**src/hw/rtl/modular_arithmetic_unit_core_assert.svh**
```systemverilog
// Assertion macros for the modular arithmetic unit.
// Expects a clock named aclk and an active-low reset named aresetn in scope.
`ifndef MODULAR_ARITHMETIC_UNIT_CORE_ASSERT_SVH
`define MODULAR_ARITHMETIC_UNIT_CORE_ASSERT_SVH

// Same-cycle implication, disabled while in reset
`define MAU_ASSERT_IMP(label, ante, cons, msg) \
    label: assert property (@(posedge aclk) disable iff (!aresetn) (ante) |-> (cons)) \
        else $error(msg);

// Next-cycle implication, disabled while in reset
`define MAU_ASSERT_NXT(label, ante, cons, msg) \
    label: assert property (@(posedge aclk) disable iff (!aresetn) (ante) |=> (cons)) \
        else $error(msg);

`endif

```
**src/hw/rtl/mau_pkg.sv**
```systemverilog
// Package for the modular arithmetic unit: command codes, sequencer states,
// and the control/status structs of the shared modular step unit. No dependencies.
`timescale 1ns / 1ps

package mau_pkg;

    localparam int RESULT_WIDTH = 32;
    localparam int CMD_WIDTH    = 3;

    // Modulus after reset (1e9 + 7)
    localparam logic [30:0] MODULUS_RESET = 31'd1000000007;

    typedef enum logic [CMD_WIDTH-1:0] {
        CMD_ADD = 3'd0,
        CMD_SUB = 3'd1,
        CMD_MUL = 3'd2,
        CMD_POW = 3'd3,
        CMD_INV = 3'd4,
        CMD_DIV = 3'd5
    } cmd_t;

    typedef enum logic {
        MODE_REDUCE,
        MODE_MULMOD
    } unit_mode_t;

    typedef struct packed {
        logic       start;
        unit_mode_t mode;
    } unit_ctl_t;

    typedef struct packed {
        logic busy;
        logic done;
    } unit_sts_t;

    typedef enum logic [3:0] {
        ST_IDLE,
        ST_RED_A,
        ST_WAIT_A,
        ST_RED_B,
        ST_WAIT_B,
        ST_DISPATCH,
        ST_POW_STEP,
        ST_WAIT_ACC,
        ST_POW_SQ,
        ST_WAIT_SQ,
        ST_POW_END,
        ST_MUL_AB,
        ST_WAIT_AB,
        ST_NORM,
        ST_DONE
    } state_t;

endpackage

```
**src/hw/rtl/mau_modstep.sv**
```systemverilog
// Shared modular step unit: r = (2r + addend) mod m, one bit per cycle.
// Reduces a wide magnitude or forms an interleaved modular product. Uses mau_pkg.
`timescale 1ns / 1ps

module mau_modstep #(
    parameter int MOD_WIDTH     = 31,
    parameter int OPERAND_WIDTH = 64
) (
    input  logic                     aclk,
    input  logic                     aresetn,
    input  mau_pkg::unit_ctl_t       ctl,
    input  logic [OPERAND_WIDTH-1:0] load_word,
    input  logic [MOD_WIDTH-1:0]     addend,
    input  logic [MOD_WIDTH-1:0]     modulus,
    output logic [MOD_WIDTH-1:0]     rem,
    output mau_pkg::unit_sts_t       sts
);

    localparam int CNT_W = $clog2(OPERAND_WIDTH + 1);
    localparam int T_W   = MOD_WIDTH + 3;
    localparam int ALIGN = OPERAND_WIDTH - MOD_WIDTH;

    logic                     busy_reg, busy_next;
    logic                     done_reg, done_next;
    logic [CNT_W-1:0]         cnt_reg, cnt_next;
    logic [OPERAND_WIDTH-1:0] sh_reg, sh_next;
    logic [MOD_WIDTH-1:0]     x_reg, x_next;
    logic [MOD_WIDTH-1:0]     r_reg, r_next;
    mau_pkg::unit_mode_t      mode_reg, mode_next;

    logic                     step_bit;
    logic [T_W-1:0]           add_val;
    logic [T_W-1:0]           t0, t1, t2, m_ext;
    logic [MOD_WIDTH-1:0]     r_step;

    // One step: double, add, then take off m once or twice
    always_comb begin
        step_bit = sh_reg[OPERAND_WIDTH-1];
        if (mode_reg == mau_pkg::MODE_REDUCE) begin
            add_val = T_W'(step_bit);
        end else begin
            add_val = step_bit ? T_W'(x_reg) : '0;
        end
        m_ext = T_W'(modulus);
        t0    = {2'b00, r_reg, 1'b0} + add_val;
        t1    = t0 - m_ext;
        t2    = t0 - {m_ext[T_W-2:0], 1'b0};
        if (!t2[T_W-1]) begin
            r_step = t2[MOD_WIDTH-1:0];
        end else if (!t1[T_W-1]) begin
            r_step = t1[MOD_WIDTH-1:0];
        end else begin
            r_step = t0[MOD_WIDTH-1:0];
        end
    end

    // Load on start, advance while busy, pulse done after the last step
    always_comb begin
        busy_next = busy_reg;
        done_next = 1'b0;
        cnt_next  = cnt_reg;
        sh_next   = sh_reg;
        x_next    = x_reg;
        r_next    = r_reg;
        mode_next = mode_reg;
        if (ctl.start) begin
            busy_next = 1'b1;
            r_next    = '0;
            x_next    = addend;
            mode_next = ctl.mode;
            if (ctl.mode == mau_pkg::MODE_REDUCE) begin
                sh_next  = load_word;
                cnt_next = CNT_W'(OPERAND_WIDTH);
            end else begin
                sh_next  = load_word << ALIGN;
                cnt_next = CNT_W'(MOD_WIDTH);
            end
        end else if (busy_reg) begin
            r_next   = r_step;
            sh_next  = {sh_reg[OPERAND_WIDTH-2:0], 1'b0};
            cnt_next = cnt_reg - CNT_W'(1);
            if (cnt_reg == CNT_W'(1)) begin
                busy_next = 1'b0;
                done_next = 1'b1;
            end
        end
    end

    always_ff @(posedge aclk) begin
        if (!aresetn) begin
            busy_reg <= 1'b0;
            done_reg <= 1'b0;
        end else begin
            busy_reg <= busy_next;
            done_reg <= done_next;
        end
    end

    always_ff @(posedge aclk) begin
        cnt_reg  <= cnt_next;
        sh_reg   <= sh_next;
        x_reg    <= x_next;
        r_reg    <= r_next;
        mode_reg <= mode_next;
    end

    assign rem      = r_reg;
    assign sts.busy = busy_reg;
    assign sts.done = done_reg;

endmodule

```
**src/hw/rtl/modular_arithmetic_unit_core.sv**
```systemverilog
// Modular arithmetic unit: add, subtract, multiply, power, Fermat inverse and
// divide of two signed operands modulo a programmable modulus. All arithmetic runs
// through one bit-serial modular step unit (mau_modstep) under a sequencer, so one
// transfer is in flight at a time and s_tready stays low until its result is in the
// output register. Each operand is first reduced by the step unit; power forms up to
// two modular products for each of up to OPERAND_WIDTH - 1 exponent bits, and inverse
// and divide raise to the exponent m - 2. The output register lets the next command be
// taken while the previous result still waits on m_tready. Power and inverse give a
// signed result, negative for a negative base with an odd exponent; the other commands
// return 0 to m - 1.
// Depends on mau_pkg, mau_modstep and modular_arithmetic_unit_core_assert.svh.
`timescale 1ns / 1ps

module modular_arithmetic_unit_core #(
    parameter int MOD_WIDTH     = 31,
    parameter int OPERAND_WIDTH = 64
) (
    input  logic                                   aclk,
    input  logic                                   aresetn,
    // Modulus register write
    input  logic                                   cfg_wr_en,
    input  logic [MOD_WIDTH-1:0]                   cfg_wr_data,
    // Command stream
    input  logic                                   s_tvalid,
    output logic                                   s_tready,
    // tdata from bit 0: operand_a, operand_b, zero padding
    input  logic [((2*OPERAND_WIDTH+7)/8)*8-1:0]   s_tdata,
    // tuser: cmd
    input  logic [mau_pkg::CMD_WIDTH-1:0]          s_tuser,
    // Result stream
    output logic                                   m_tvalid,
    input  logic                                   m_tready,
    // tdata from bit 0: result
    output logic [mau_pkg::RESULT_WIDTH-1:0]       m_tdata
);

    localparam int OW    = OPERAND_WIDTH;
    localparam int MW    = MOD_WIDTH;
    localparam int SUM_W = MOD_WIDTH + 2;
    localparam int RW    = mau_pkg::RESULT_WIDTH;
    localparam logic [MW-1:0] MOD_RESET = MW'(mau_pkg::MODULUS_RESET);

    mau_pkg::state_t    state_reg, state_next;
    logic [MW-1:0]      modulus_reg, modulus_next;
    logic               out_valid_reg, out_valid_next;
    logic [RW-1:0]      out_data_reg, out_data_next;

    mau_pkg::cmd_t      cmd_reg, cmd_next;
    logic [OW-1:0]      opa_reg, opa_next;
    logic [OW-1:0]      opb_reg, opb_next;
    logic               a_neg_reg, a_neg_next;
    logic [MW-1:0]      a_mag_reg, a_mag_next;
    logic               b_neg_reg, b_neg_next;
    logic [MW-1:0]      b_mag_reg, b_mag_next;
    logic               acc_neg_reg, acc_neg_next;
    logic [MW-1:0]      acc_mag_reg, acc_mag_next;
    logic               base_neg_reg, base_neg_next;
    logic [MW-1:0]      base_mag_reg, base_mag_next;
    logic [OW-1:0]      exp_reg, exp_next;
    logic signed [SUM_W-1:0] sum_reg, sum_next;
    logic signed [RW-1:0]    res_reg, res_next;

    mau_pkg::unit_ctl_t unit_ctl;
    mau_pkg::unit_sts_t unit_sts;
    logic [OW-1:0]      unit_word;
    logic [MW-1:0]      unit_addend;
    logic [MW-1:0]      unit_rem;

    logic               in_xfer;
    logic               cmd_ok;
    logic               out_free;
    logic [OW-1:0]      a_abs, b_abs;
    logic               exp_pos;
    logic               mod_gt2;
    logic [OW-1:0]      inv_exp;
    logic signed [SUM_W-1:0] a_sval, b_sval, mod_s, rem_s;
    logic signed [RW-1:0]    acc_sres;

    // Shared modular step unit
    mau_modstep #(
        .MOD_WIDTH    (MOD_WIDTH),
        .OPERAND_WIDTH(OPERAND_WIDTH)
    ) u_step (
        .aclk     (aclk),
        .aresetn  (aresetn),
        .ctl      (unit_ctl),
        .load_word(unit_word),
        .addend   (unit_addend),
        .modulus  (modulus_reg),
        .rem      (unit_rem),
        .sts      (unit_sts)
    );

    // Helpers derived from the held operands
    always_comb begin
        in_xfer  = s_tvalid && s_tready;
        cmd_ok   = (s_tuser <= mau_pkg::CMD_DIV);
        out_free = !out_valid_reg || m_tready;
        a_abs    = opa_reg[OW-1] ? (~opa_reg + OW'(1)) : opa_reg;
        b_abs    = opb_reg[OW-1] ? (~opb_reg + OW'(1)) : opb_reg;
        exp_pos  = (opb_reg != '0) && !opb_reg[OW-1];
        mod_gt2  = (modulus_reg > MW'(2));
        inv_exp  = OW'(modulus_reg) - OW'(2);
        mod_s    = SUM_W'(modulus_reg);
        rem_s    = SUM_W'(unit_rem);
        a_sval   = a_neg_reg ? (SUM_W'(0) - SUM_W'(a_mag_reg)) : SUM_W'(a_mag_reg);
        b_sval   = b_neg_reg ? (SUM_W'(0) - SUM_W'(b_mag_reg)) : SUM_W'(b_mag_reg);
        acc_sres = acc_neg_reg ? (RW'(0) - RW'(acc_mag_reg)) : RW'(acc_mag_reg);
    end

    // Next state
    always_comb begin
        state_next = state_reg;
        unique case (state_reg)
            mau_pkg::ST_IDLE: begin
                if (in_xfer) begin
                    if ((modulus_reg == '0) || !cmd_ok) begin
                        state_next = mau_pkg::ST_DONE;
                    end else begin
                        state_next = mau_pkg::ST_RED_A;
                    end
                end
            end
            mau_pkg::ST_RED_A: state_next = mau_pkg::ST_WAIT_A;
            mau_pkg::ST_WAIT_A: begin
                if (unit_sts.done) state_next = mau_pkg::ST_RED_B;
            end
            mau_pkg::ST_RED_B: state_next = mau_pkg::ST_WAIT_B;
            mau_pkg::ST_WAIT_B: begin
                if (unit_sts.done) state_next = mau_pkg::ST_DISPATCH;
            end
            mau_pkg::ST_DISPATCH: begin
                case (cmd_reg) inside
                    mau_pkg::CMD_ADD, mau_pkg::CMD_SUB: state_next = mau_pkg::ST_NORM;
                    mau_pkg::CMD_MUL: state_next = mau_pkg::ST_MUL_AB;
                    mau_pkg::CMD_POW: begin
                        if ((a_mag_reg == '0) || !exp_pos) state_next = mau_pkg::ST_DONE;
                        else state_next = mau_pkg::ST_POW_STEP;
                    end
                    mau_pkg::CMD_INV: begin
                        if ((a_mag_reg == '0) || !mod_gt2) state_next = mau_pkg::ST_DONE;
                        else state_next = mau_pkg::ST_POW_STEP;
                    end
                    mau_pkg::CMD_DIV: begin
                        if (b_mag_reg == '0) state_next = mau_pkg::ST_DONE;
                        else if (!mod_gt2) state_next = mau_pkg::ST_MUL_AB;
                        else state_next = mau_pkg::ST_POW_STEP;
                    end
                    default: state_next = mau_pkg::ST_DONE;
                endcase
            end
            mau_pkg::ST_POW_STEP: begin
                if (exp_reg == '0) state_next = mau_pkg::ST_POW_END;
                else if (exp_reg[0]) state_next = mau_pkg::ST_WAIT_ACC;
                else state_next = mau_pkg::ST_POW_SQ;
            end
            mau_pkg::ST_WAIT_ACC: begin
                if (unit_sts.done) state_next = mau_pkg::ST_POW_SQ;
            end
            mau_pkg::ST_POW_SQ: begin
                if (exp_reg[OW-1:1] != '0) state_next = mau_pkg::ST_WAIT_SQ;
                else state_next = mau_pkg::ST_POW_STEP;
            end
            mau_pkg::ST_WAIT_SQ: begin
                if (unit_sts.done) state_next = mau_pkg::ST_POW_STEP;
            end
            mau_pkg::ST_POW_END: begin
                if (cmd_reg == mau_pkg::CMD_DIV) state_next = mau_pkg::ST_MUL_AB;
                else state_next = mau_pkg::ST_DONE;
            end
            mau_pkg::ST_MUL_AB: state_next = mau_pkg::ST_WAIT_AB;
            mau_pkg::ST_WAIT_AB: begin
                if (unit_sts.done) state_next = mau_pkg::ST_NORM;
            end
            mau_pkg::ST_NORM: begin
                if (!sum_reg[SUM_W-1] && (sum_reg < mod_s)) state_next = mau_pkg::ST_DONE;
            end
            mau_pkg::ST_DONE: begin
                if (out_free) state_next = mau_pkg::ST_IDLE;
            end
            default: state_next = mau_pkg::ST_IDLE;
        endcase
    end

    // Sequencer outputs: input ready and step unit commands
    always_comb begin
        s_tready       = 1'b0;
        unit_ctl.start = 1'b0;
        unit_ctl.mode  = mau_pkg::MODE_MULMOD;
        unit_word      = OW'(base_mag_reg);
        unit_addend    = base_mag_reg;
        unique case (state_reg)
            mau_pkg::ST_IDLE: s_tready = 1'b1;
            mau_pkg::ST_RED_A: begin
                unit_ctl.start = 1'b1;
                unit_ctl.mode  = mau_pkg::MODE_REDUCE;
                unit_word      = a_abs;
            end
            mau_pkg::ST_RED_B: begin
                unit_ctl.start = 1'b1;
                unit_ctl.mode  = mau_pkg::MODE_REDUCE;
                unit_word      = b_abs;
            end
            mau_pkg::ST_POW_STEP: begin
                unit_ctl.start = (exp_reg != '0) && exp_reg[0];
                unit_addend    = acc_mag_reg;
            end
            mau_pkg::ST_POW_SQ: begin
                unit_ctl.start = (exp_reg[OW-1:1] != '0);
            end
            mau_pkg::ST_MUL_AB: begin
                unit_ctl.start = 1'b1;
                unit_word      = OW'(b_mag_reg);
                unit_addend    = a_mag_reg;
            end
            default: begin
                unit_ctl.start = 1'b0;
            end
        endcase
    end

    // Datapath registers
    always_comb begin
        modulus_next   = cfg_wr_en ? cfg_wr_data : modulus_reg;
        cmd_next       = cmd_reg;
        opa_next       = opa_reg;
        opb_next       = opb_reg;
        a_neg_next     = a_neg_reg;
        a_mag_next     = a_mag_reg;
        b_neg_next     = b_neg_reg;
        b_mag_next     = b_mag_reg;
        acc_neg_next   = acc_neg_reg;
        acc_mag_next   = acc_mag_reg;
        base_neg_next  = base_neg_reg;
        base_mag_next  = base_mag_reg;
        exp_next       = exp_reg;
        sum_next       = sum_reg;
        res_next       = res_reg;
        out_valid_next = out_valid_reg && !m_tready;
        out_data_next  = out_data_reg;
        case (state_reg)
            mau_pkg::ST_IDLE: begin
                if (in_xfer) begin
                    cmd_next = mau_pkg::cmd_t'(s_tuser);
                    opa_next = s_tdata[OW-1:0];
                    opb_next = s_tdata[2*OW-1:OW];
                    res_next = '0;
                end
            end
            mau_pkg::ST_WAIT_A: begin
                a_neg_next = opa_reg[OW-1];
                a_mag_next = unit_rem;
            end
            mau_pkg::ST_WAIT_B: begin
                b_neg_next = opb_reg[OW-1];
                b_mag_next = unit_rem;
            end
            mau_pkg::ST_DISPATCH: begin
                acc_neg_next = 1'b0;
                acc_mag_next = MW'(1);
                case (cmd_reg)
                    mau_pkg::CMD_ADD: sum_next = a_sval + b_sval;
                    mau_pkg::CMD_SUB: sum_next = a_sval - b_sval;
                    mau_pkg::CMD_POW: begin
                        base_neg_next = a_neg_reg;
                        base_mag_next = a_mag_reg;
                        exp_next      = opb_reg;
                        res_next      = (a_mag_reg == '0) ? RW'(0) : RW'(1);
                    end
                    mau_pkg::CMD_INV: begin
                        base_neg_next = a_neg_reg;
                        base_mag_next = a_mag_reg;
                        exp_next      = inv_exp;
                        res_next      = (a_mag_reg == '0) ? RW'(0) : RW'(1);
                    end
                    mau_pkg::CMD_DIV: begin
                        base_neg_next = b_neg_reg;
                        base_mag_next = b_mag_reg;
                        exp_next      = inv_exp;
                        res_next      = '0;
                        // Exponent m - 2 not positive: inverse of a non-zero value is 1
                        if (!mod_gt2) begin
                            b_neg_next = 1'b0;
                            b_mag_next = MW'(1);
                        end
                    end
                    default: res_next = '0;
                endcase
            end
            mau_pkg::ST_WAIT_ACC: begin
                if (unit_sts.done) begin
                    acc_mag_next = unit_rem;
                    acc_neg_next = acc_neg_reg ^ base_neg_reg;
                end
            end
            mau_pkg::ST_POW_SQ: begin
                exp_next = exp_reg >> 1;
            end
            mau_pkg::ST_WAIT_SQ: begin
                if (unit_sts.done) begin
                    base_mag_next = unit_rem;
                    base_neg_next = 1'b0;
                end
            end
            mau_pkg::ST_POW_END: begin
                // Divide carries the inverse on as the multiplier
                if (cmd_reg == mau_pkg::CMD_DIV) begin
                    b_neg_next = acc_neg_reg;
                    b_mag_next = acc_mag_reg;
                end else begin
                    res_next = acc_sres;
                end
            end
            mau_pkg::ST_WAIT_AB: begin
                if (unit_sts.done) begin
                    sum_next = (a_neg_reg ^ b_neg_reg) ? (SUM_W'(0) - rem_s) : rem_s;
                end
            end
            mau_pkg::ST_NORM: begin
                // Step into 0 .. m-1, one add or subtract per cycle
                if (sum_reg[SUM_W-1]) begin
                    sum_next = sum_reg + mod_s;
                end else if (sum_reg >= mod_s) begin
                    sum_next = sum_reg - mod_s;
                end else begin
                    res_next = RW'(sum_reg);
                end
            end
            mau_pkg::ST_DONE: begin
                if (out_free) begin
                    out_valid_next = 1'b1;
                    out_data_next  = res_reg;
                end
            end
            default: begin
                sum_next = sum_reg;
            end
        endcase
    end

    always_ff @(posedge aclk) begin
        if (!aresetn) begin
            state_reg     <= mau_pkg::ST_IDLE;
            modulus_reg   <= MOD_RESET;
            out_valid_reg <= 1'b0;
        end else begin
            state_reg     <= state_next;
            modulus_reg   <= modulus_next;
            out_valid_reg <= out_valid_next;
        end
    end

    always_ff @(posedge aclk) begin
        out_data_reg <= out_data_next;
        cmd_reg      <= cmd_next;
        opa_reg      <= opa_next;
        opb_reg      <= opb_next;
        a_neg_reg    <= a_neg_next;
        a_mag_reg    <= a_mag_next;
        b_neg_reg    <= b_neg_next;
        b_mag_reg    <= b_mag_next;
        acc_neg_reg  <= acc_neg_next;
        acc_mag_reg  <= acc_mag_next;
        base_neg_reg <= base_neg_next;
        base_mag_reg <= base_mag_next;
        exp_reg      <= exp_next;
        sum_reg      <= sum_next;
        res_reg      <= res_next;
    end

    assign m_tvalid = out_valid_reg;
    assign m_tdata  = out_data_reg;

    // Checks on the sequencer and the shared unit
`include "modular_arithmetic_unit_core_assert.svh"

    `MAU_ASSERT_IMP(a_ready_unit_idle, s_tready, !unit_sts.busy, "input ready while step unit busy")
    `MAU_ASSERT_IMP(a_start_unit_free, unit_ctl.start, !unit_sts.busy && !unit_sts.done, "step unit restarted while in use")
    `MAU_ASSERT_IMP(a_done_in_wait, unit_sts.done, (state_reg == mau_pkg::ST_WAIT_A) || (state_reg == mau_pkg::ST_WAIT_B) || (state_reg == mau_pkg::ST_WAIT_ACC) || (state_reg == mau_pkg::ST_WAIT_SQ) || (state_reg == mau_pkg::ST_WAIT_AB), "step unit finished outside a wait state")
    `MAU_ASSERT_NXT(a_busy_after_xfer, in_xfer, !s_tready, "second transfer taken while a command is in flight")

endmodule
```
**config.mk**
```make
export PLATFORM = sky130hd
export DESIGN_NAME = modular_arithmetic_unit_core
export DESIGN_NICKNAME = d
export VERILOG_FILES = /design/src/hw/rtl/mau_pkg.sv /design/src/hw/rtl/mau_modstep.sv /design/src/hw/rtl/modular_arithmetic_unit_core.sv
export VERILOG_INCLUDE_DIRS = /design/src /design/src/hw/rtl
export SDC_FILE = /design/constraint.sdc
export NUM_CORES = 2
export LEC_CHECK = 0
export ABC_AREA = 0
export BUFFER_PORTS_ARGS = -buffer_cell sky130_fd_sc_hd__buf_4
export CAP_MARGIN = 20
export CORE_AREA = 2 2 322 324
export DETAILED_ROUTE_END_ITERATION = 7
export DIE_AREA = 0 0 324 326
export GPL_ROUTABILITY_DRIVEN = 0
export PLACE_DENSITY = 0.52
export SYNTH_ARGS = -nofsm -noshare
export SYNTH_HDL_FRONTEND = slang
export SYNTH_SLANG_ARGS = --single-unit
```
**constraint.sdc**
```tcl
create_clock -name aclk -period 11.1 [get_ports aclk]
set_input_delay 0.555 -clock aclk [delete_from_list [all_inputs] [get_ports aclk]]
set_output_delay 0.555 -clock aclk [all_outputs]
set_load 0.05 [all_outputs]
```
==> summary.txt <==
Run status
  • Status: finished, final reports clean

Die
  • Area of the core: 103000 µm²
  • Rows: 118
  • I/O pins: 201
  • Die area: 106000 µm²
  • Die W: 324 µm
  • Starting density of the core: 0.395
  • Die Ht: 326 µm

Synth
  • Avg Inst Size Synth: 9.33 µm²
  • Share of the synthesized area in the top cell type: 0.387
  • Sequential element share of the synthesized area: 0.422
  • Number of synthesized flops with an enable pin: 523
  • Largest area contributor in the netlist: edfxtp_1
  • Commonest cells post-synth: edfxtp_1 (523), nand2_1 (491), o21ai_0 (420), a21oi_1 (318), nor2_1 (261)
  • Synth area leaders: edfxtp_1 (39%), ha_1 (6.1%), o21ai_0 (5.2%), xnor2_1 (5.1%), nand2_1 (4.5%)
  • Synthesis-stage register bit count: 592
  • Top-count cell post-synth: edfxtp_1
  • Yosys cell types: 80
  • Yosys warnings: 0
  • Ys flop type: edfxtp_1
  • Ys async rst share: 0
  • Syn Nets: 4714
  • Mapped Cells: 4345
  • Mapped cell area: 40500 µm²

Setup path
  • Critical path class: register to register
  • Worst reg-to-reg path cell count: 21
  • Critical path fanouts, max: 31
  • R2r setup slk: 4.31 ns
  • Worst R2R Start: u_step.mode_reg
  • Critical path endpoint category: register
  • Reg2reg end: u_step.rem[21]
  • Req. time, crit path: 11.69 ns
  • Critical Path Start Type: register
  • Worst endpoint data arrival time: 7.38 ns

Final layout
  • Area grow syn2layout: 13.3%
  • Final core occ: 0.448
  • Share of layout cells above drive strength 1: 0.104
  • Final #Nets: 4824

STA
  • Slew of the pin with the lowest slew margin: 1.18 ns
  • FMAX: 147 MHz
  • Total negative slack: 0 ns
  • Fin crit share: 0.612
  • Fin crit period: 6.79 ns
  • RSZ-0062 raised after global routing: false
  • Final setup violation count: 0
  • Fin. Hold Viols: 0
  • Clock Skew: 0.0410 ns
  • Relative slew slack: 0.195
  • Worst setup margin: 4.31 ns
  • Slew Limit Fails: 0

Hold path
  • Hold Startpoint: s_tdata[106]
  • Hold Path Depth: 1
  • Endpoint of the worst hold path: opb_reg[42]
  • Hold/Removal Path Class: input port to register

Global routing
  • First-pass GRT wire length: 232000 µm
  • GRT Total Usage: 0.302
  • Largest net degree at the start of global routing: 97
  • Number of global-route vias before repair: 33400
  • GRT Residual Overflow: 0
  • Initial antenna violation count: 10

Clocking
  • Setup repair bufs after CTS: 0
  • H-tree Lvls: 3
  • CTS buffer count: 70
  • Quantity of hold-fixing buffers added after cts: 0
  • Maximum buffer depth of the clock tree: 3
  • Root buf cell: clkbuf_16
  • Clock sinks: 592
  • # resized after CTS: 0
  • CTS clk-pin slew, worst paths: 0.06 ns
  • CTS tree: yes
  • Worst-Skew Late Latency: 0.67 ns

Placement
  • I/O Buffers: 200
  • DP HPWL: 125000 µm
  • Post-place setup slack: 4.49 ns

Route
  • Post-DR vias/cell: 6.07
  • Avg WL per Cell: 27.7 µm
  • First-pass DRT Iterations: 6
  • Final wirelength: 163000 µm
  • Post-route DRC: 0
  • ANT nets after route: 0
  • Via count: 35800
  • DRT iter0 DRCs: 4396

Power and ir drop
  • Pleak: 0.0172 µW
  • Peak VDD IR: 0.000203 V
  • PD cells: 298 nW/µm²

Job
  • Max Cap Viol: 0
cells in the final DEF, fill, tap and decap left out, types with 124 or more instances in the layout:
| master | n |
|---|---|
| xor2_1 | 196 |
| nand2_1 | 488 |
| inv_1 | 124 |
| a21oi_1 | 318 |
| ha_1 | 196 |
| buf_4 | 278 |
| edfxtp_1 | 523 |
| xnor2_1 | 236 |
| nor2_1 | 255 |
| o21ai_0 | 420 |
per-layer routing:
| metal | GRT usage | part of all wire | wire length, µm |
|---|---|---|---|
| met2 | 0.477 | 0.45 | 74200 |
| met1 | 0.397 | 0.40 | 66000 |
| met3 | 0.0516 | 0.082 | 13400 |
| met4 | 0.155 | 0.059 | 9570 |
| met5 | 0 | 0 | 0 |
worst max-delay path by stage:
stage,start,end,slack (ns),depth (start not counted)
after floorplan,modulus_reg[1],res_reg[0],3.86,15
after global placement,u_step.mode_reg,u_step.rem[21],4.55,21
after detailed placement,u_step.mode_reg,u_step.rem[21],4.49,21
after CTS,u_step.mode_reg,u_step.rem[21],4.43,21
after global routing,u_step.mode_reg,u_step.rem[21],3.72,21
final,u_step.mode_reg,u_step.rem[21],4.31,21
report_power, final:
part	switching, µW	total, µW	internal [µW]
combinational	4690	7290	2600
sequential	599	3990	3400
clock	1030	2400	1370
logic make-up after synthesis:
kind of cell,synth area share
compound gates,0.213
simple gates,0.155
flops,0.422
xor+xnor,0.0933
buf+inv,0.0341
fa+ha+maj,0.0635
mux,0.0194
critical path, stage by stage, from the launching register on:
cell and delay, ns:
edfxtp_1 0.80, and3_1 0.27, ha_1 0.19, inv_1 0.06, fa_1 0.39, nand2b_1 0.19
a21oi_1 0.24, o21ai_0 0.23, a21oi_1 0.29, xor2_1 0.37, ha_1 0.36, a21oi_1 0.22
o211ai_1 0.12, a211oi_1 0.42, o41ai_1 0.22, o311ai_0 0.80, a21oi_1 0.23, nor3_2 0.17
buf_4 0.33, nand3_1 0.36, a211oi_1 0.28, a221o_1 0.14
area by class of cell:
type                    instances  area, µm²
repair buffers                279       2110
clock inverters                41        512
flip-flops and latches        592      17100
multi-input cells            3385      22200
well taps                    1380       1730
diodes                          4       10.0
inverters                     127        477
clock buffers                  87       1820
fillers                     10100      56700
through the flow:
step                      power, µW  hold WS [ns]  cells  instance area, µm²
after global placement        11200         0.403   5762               43600
final                         13700        0.0610   5895               45900
after CTS                     13600        0.0160   5890               45900
after global routing          14400        0.0432   5891               45900
after detailed placement      11200         0.405   5762               43600
after floorplan                8670         0.400   4345               40500
No activity file was read; power rests on OpenSTA's default activity.
